File: src/rtl/core/rti_pkg.sv
// ----------------------------------------------------------------------------
// rti_pkg
// Shared widths, types and register codes for the ray/triangle intersection
// core. All geometry is signed fixed point with FRAC_BITS fraction bits.
// ----------------------------------------------------------------------------
package rti_pkg;

  // Fixed-point format and operand widths
  localparam int unsigned FRAC_BITS = 16;
  localparam int unsigned IN_W      = 32;
  localparam int unsigned DIFF_W    = IN_W + 1;         // vertex differences
  localparam int unsigned PROD_W    = 2 * DIFF_W;       // cross-product terms
  localparam int unsigned CROSS_W   = PROD_W + 1;       // cross-product result
  localparam int unsigned LO_W      = 34;               // low slice of a cross value
  localparam int unsigned HI_W      = CROSS_W - LO_W;   // signed high slice
  localparam int unsigned HIP_W     = DIFF_W + HI_W;    // high partial product
  localparam int unsigned LOP_W     = DIFF_W + LO_W + 1; // low partial product
  localparam int unsigned NUM_W     = 102;              // det and numerators
  localparam int unsigned MAG_W     = NUM_W - 1;        // normalized magnitudes
  localparam int unsigned Q_BITS    = 32;               // quotient bits per lane
  localparam int unsigned DIV_W     = MAG_W + Q_BITS;   // divider remainder
  localparam int unsigned TQ_W      = Q_BITS + 2;       // signed t before range check
  localparam int unsigned UV_W      = 17;               // barycentric output width
  localparam int unsigned LANES     = 3;
  localparam int unsigned NUM_CNT   = 4;

  // Smallest accepted |det|: one LSB at the scale of the det product
  localparam logic [MAG_W-1:0] EPS_MAG = MAG_W'(1) << (2 * FRAC_BITS);

  // Numerator slots
  localparam int unsigned NUM_DET = 0;
  localparam int unsigned NUM_U   = 1;
  localparam int unsigned NUM_V   = 2;
  localparam int unsigned NUM_T   = 3;

  // Divider lanes
  localparam int unsigned LANE_T = 0;
  localparam int unsigned LANE_U = 1;
  localparam int unsigned LANE_V = 2;

  // Cyclic neighbors for cross products
  localparam int unsigned NEXT1 [3] = '{1, 2, 0};
  localparam int unsigned NEXT2 [3] = '{2, 0, 1};

  // Configuration space
  localparam int unsigned REG_CNT = 8;
  localparam int unsigned ADDR_W  = $clog2(REG_CNT * 4);

  typedef enum logic [2:0] {
    REG_ORG_X  = 3'd0,
    REG_ORG_Y  = 3'd1,
    REG_ORG_Z  = 3'd2,
    REG_DIR_X  = 3'd3,
    REG_DIR_Y  = 3'd4,
    REG_DIR_Z  = 3'd5,
    REG_NEAR   = 3'd6,
    REG_FAR    = 3'd7
  } reg_idx_e;

  typedef logic signed [IN_W-1:0]    coord_t;
  typedef logic signed [DIFF_W-1:0]  diff_t;
  typedef logic signed [PROD_W-1:0]  prod_t;
  typedef logic signed [CROSS_W-1:0] cross_t;
  typedef logic signed [HIP_W-1:0]   hip_t;
  typedef logic signed [LOP_W-1:0]   lop_t;
  typedef logic signed [NUM_W-1:0]   num_t;

  typedef struct packed {
    coord_t [2:0] origin;
    coord_t [2:0] dir;
    coord_t       near;
    coord_t       far;
  } ray_cfg_t;

  // One item in flight through the divider
  typedef struct packed {
    logic                         miss;
    logic                         t_neg;
    logic [MAG_W-1:0]             den;
    logic [LANES-1:0][DIV_W-1:0]  rem;
    logic [LANES-1:0][Q_BITS-1:0] quo;
  } div_t;

endpackage

File: src/rtl/core/rti_cfg_regs.sv
// ----------------------------------------------------------------------------
// rti_cfg_regs
// Ray register file behind a simple APB slave: origin, direction and the
// accepted distance range. Zero-wait-state reads and writes.
// ----------------------------------------------------------------------------
module rti_cfg_regs (
  input  logic                       clk_i,
  input  logic                       rst_ni,
  input  logic                       psel,
  input  logic                       penable,
  input  logic                       pwrite,
  input  logic [rti_pkg::ADDR_W-1:0] paddr,
  input  logic [31:0]                pwdata,
  output logic [31:0]                prdata,
  output logic                       pready,
  output rti_pkg::ray_cfg_t          cfg_o
);
  import rti_pkg::*;

  ray_cfg_t cfg_q;
  reg_idx_e idx;
  logic     wr_en;

  assign idx    = reg_idx_e'(paddr[ADDR_W-1:2]);
  assign wr_en  = psel && penable && pwrite;
  assign pready = 1'b1;
  assign cfg_o  = cfg_q;

  // Write on the access phase of a transfer
  always_ff @(posedge clk_i or negedge rst_ni) begin
    if (!rst_ni) begin
      cfg_q.origin <= '0;
      cfg_q.dir    <= '0;
      cfg_q.near   <= '0;
      cfg_q.far    <= 32'h7FFF_FFFF;
    end else if (wr_en) begin
      case (idx)
        REG_ORG_X: cfg_q.origin[0] <= pwdata;
        REG_ORG_Y: cfg_q.origin[1] <= pwdata;
        REG_ORG_Z: cfg_q.origin[2] <= pwdata;
        REG_DIR_X: cfg_q.dir[0]    <= pwdata;
        REG_DIR_Y: cfg_q.dir[1]    <= pwdata;
        REG_DIR_Z: cfg_q.dir[2]    <= pwdata;
        REG_NEAR:  cfg_q.near      <= pwdata;
        REG_FAR:   cfg_q.far       <= pwdata;
        default:   cfg_q           <= cfg_q;
      endcase
    end
  end

  // Read back
  always_comb begin
    case (idx)
      REG_ORG_X: prdata = cfg_q.origin[0];
      REG_ORG_Y: prdata = cfg_q.origin[1];
      REG_ORG_Z: prdata = cfg_q.origin[2];
      REG_DIR_X: prdata = cfg_q.dir[0];
      REG_DIR_Y: prdata = cfg_q.dir[1];
      REG_DIR_Z: prdata = cfg_q.dir[2];
      REG_NEAR:  prdata = cfg_q.near;
      REG_FAR:   prdata = cfg_q.far;
      default:   prdata = '0;
    endcase
  end

endmodule

File: config.mk
export PLATFORM = sky130hd
export DESIGN_NAME = rti_cfg_regs
export DESIGN_NICKNAME = d
export VERILOG_FILES = /design/src/rtl/core/rti_pkg.sv /design/src/rtl/core/rti_cfg_regs.sv
export SDC_FILE = /design/constraint.sdc
export NUM_CORES = 1
export LEC_CHECK = 0
export BUFFER_PORTS_ARGS = -buffer_cell sky130_fd_sc_hd__buf_2
export CORE_MARGIN = 5
export CORE_UTILIZATION = 52
export DETAILED_ROUTE_END_ITERATION = 12
export PLACE_DENSITY = 0.81
export SYNTH_ARGS = -nofsm -noshare
export SYNTH_HDL_FRONTEND = slang
export SYNTH_SLANG_ARGS = --single-unit
File: constraint.sdc
create_clock -name clk_i -period 2.1 [get_ports clk_i]
set_input_delay 0.42 -clock clk_i [delete_from_list [all_inputs] [get_ports clk_i]]
set_output_delay 0.42 -clock clk_i [all_outputs]
set_load 0.02 [all_outputs]
==> impl_metrics.toml <==
[sta]
setup_violations = 1
worst_pin_slew_ns = 0.568
final_hold_viol_count = 0
drv_slew = 0
rsz0062_at_grt = "true"
fmax_ghz = 0.464
fin_skew_ns = 0
hold_slack_ns = 0.202
tns_ns = -0.0557
finalCritPeriodShare_pct = 103
layout_setup_ws_ns = -0.0557
finalCriticalPeriod_ns = 2.16
max_slew_margin_pct = 62.1

[routing]
drtAntennaViolNets = 0
drt_pass1_iterations = 5
drc_errors = 0
wl_um = 36800
vias = 8744
wire_per_inst_um = 24.6
drtIter0Drc = 591
vias_per_cell = 5.85

[die]
start_util_pct = 52.9
die_h_um = 159
die_x_um = 159
num_rows = 54
io_pins = 331
die_area_mm2 = 0.0254
fp.coreArea_mm2 = 0.0219

[logic_synthesis]
synth.most_common_cell = "dfrtp_1"
synthCells = 820
synth_area_mm2 = 0.0116
synth_edf_count = 0
yosysSeqAreaShare_pct = 55.6
synth_fa_ha_area_share_pct = 0
yosysWarnings = 0
synth-simple-area-share_pct = 1.33
syn_nets = 862
synth_area_leaders = "dfrtp_1, mux2_2, mux2i_1"
synth_top_area_share_pct = 48.6
yosys-top-cells-count = "dfrtp_1, mux2_2, mux2i_1, mux2_1, buf_2"
synth_top_family_by_area = "multiplexers"
syn_avg_cell_area_um2 = 14.1
synth_compound_gate_area_share_pct = 6.63
synthFlopType = "dfrtp_1"
muxShareOfSynthArea_pct = 33.0
async_reset_ff_share_pct = 100
synth_cell_type_count = 28
synth_top_area_cell = "dfrtp_1"
synth_xor_area_share_pct = 0
synth_seq_cells = 256

[clock_network]
clock_latency_ns = 0.53
tritoncts = "done"
cts.clk_slew.worst_paths_ns = 0.06
root_buffer = "clkbuf_16"
numCtsBuffers = 27
clockBufferDepth = 3
clock_sinks = 256
htree_num_levels = 1

[flow_run]
drv_cap = 0

[global_route]
grt_pass1_wl_um = 55700
grt_max_degree = 62
antenna_found_initial = 1
grt_pass1_vias = 9069
grt_usage_pct = 27.6
grt_remaining_overflow = 0

[cells_and_area]
regArea_mm2 = 0.00644
layout.nets = 1237
fill_cells = 1514
areaGrowthSynthToFinish_pct = 34.0
largest_reg_flops = 256
multi_input_comb_area_mm2 = 0.00498
antenna_cells = 0
drive_above_1_share_pct = 60.1
final_cell_area_mm2 = 0.0155

[placement]
place.gp.congestion = 0.851
port_buffers = 327
dpl_cell_area_mm2 = 0.0141
dpl.hpwl_um = 25000

[power]
powerDensity_mw_per_mm2 = 1060
ir_drop_mv = 0.799
p_leak_uw = 0.00774

[critical_path]
worstSetupPathType = "reg -> out"
cp.required_ns = 1.68
r2r_start = "cfg_o[108]"
cp_max_fo = 3
cp-start-kind = "flop"
end_kind = "output port"
setup.worst_path.start = "cfg_o[13]"
critical_path_arrival_ns = 1.74

[min_path]
holdCritPathClass = "in -> reg"
worstHoldStart = "pwdata[3]"

[status]
violations = "negative setup slack"
outcome = "finished with violations"
-- report_power, final --
group          internal [µW]  switching [µW]  leakage, µW  total, µW
logic                   2020            2840      0.00411       4870
registers               5990             798      0.00320       6790
clock network           2920            1930     0.000432       4850
-- worst max-delay path, stage by stage (launching register included) --
cell	delay (ns)
dfstp_2	0.54
mux2i_1	0.07
a211o_1	0.29
a31oi_4	0.17
buf_6	0.14
-- final cells by class --
cell class              count  share of cell area [%]
clock buffers              42                    5.04
clock inverters             7                   0.766
inverters                  30                   0.725
multi-input cells         475                    32.0
flip-flops and latches    256                    41.5
well taps                 280                    2.26
repair buffers            405                    17.7
-- kinds of logic after synthesis --
group,after synthesis
compound gates,98
buf+inv,90
flops,256
mux,350
other cells,1
simple gates,25
-- final timing paths --
check | to | slack (ns) | depth (start not counted)
max | prdata[13] | -0.06 | 4
min | cfg_o[163] | 0.20 | 2
max reg2reg | cfg_o[108] | 1.19 | 2
min reg2reg | cfg_o[67] | 0.51 | 1
max in group asynchronous | cfg_o[19] | 0.99 | 3
min in group asynchronous | cfg_o[174] | 0.43 | 2
-- cell usage in the layout, fill, tap and decap left out, types with 5 or more instances in the layout --
cell	n
clkbuf_16	28
a221oi_1	22
buf_2	304
mux2_1	36
a221oi_2	7
buf_6	17
buf_12	28
buf_4	52
mux2i_1	89
dfstp_2	31
o22a_1	31
clkbuf_8	5
o22ai_1	28
nor2_4	6
dfrtp_1	225
mux2_2	220
inv_1	30
clkbuf_1	10
-- through the flow --
step / power [µW] / util, % / setup WS [ns] / instances
2_1_floorplan: 9510 / - / 0.00644 / 820
3_5_place_dp: 11500 / 64.5 / -0.370 / 1425
5_1_grt: 17200 / 70.9 / -0.125 / 1495
6_report: 16500 / 70.9 / -0.0557 / 1495
4_1_cts: 16400 / 69.3 / -0.0736 / 1479
3_3_place_gp: 11300 / 64.5 / -0.323 / 1425
-- per-layer routing --
layer / global-route usage, % / wire length, µm / vias up
li1: - / - / 3785
met1: 35.5 / 14600 / 4505
met2: 46.3 / 18400 / 374
met3: 6.99 / 2640 / 78
met4: 8.72 / 1180 / 2
met5: 0 / 11 / -
-- repair_timing --
item	in CTS	in global routing
setup buffers	4	17
cloned	1	1
gates resized for setup	32	47
pin swaps	11	19
endpoints found under the setup margin	32	29
hold buffers	1	0
endpoints found under the hold margin	47	0
No activity file was read; power rests on OpenSTA's default activity.
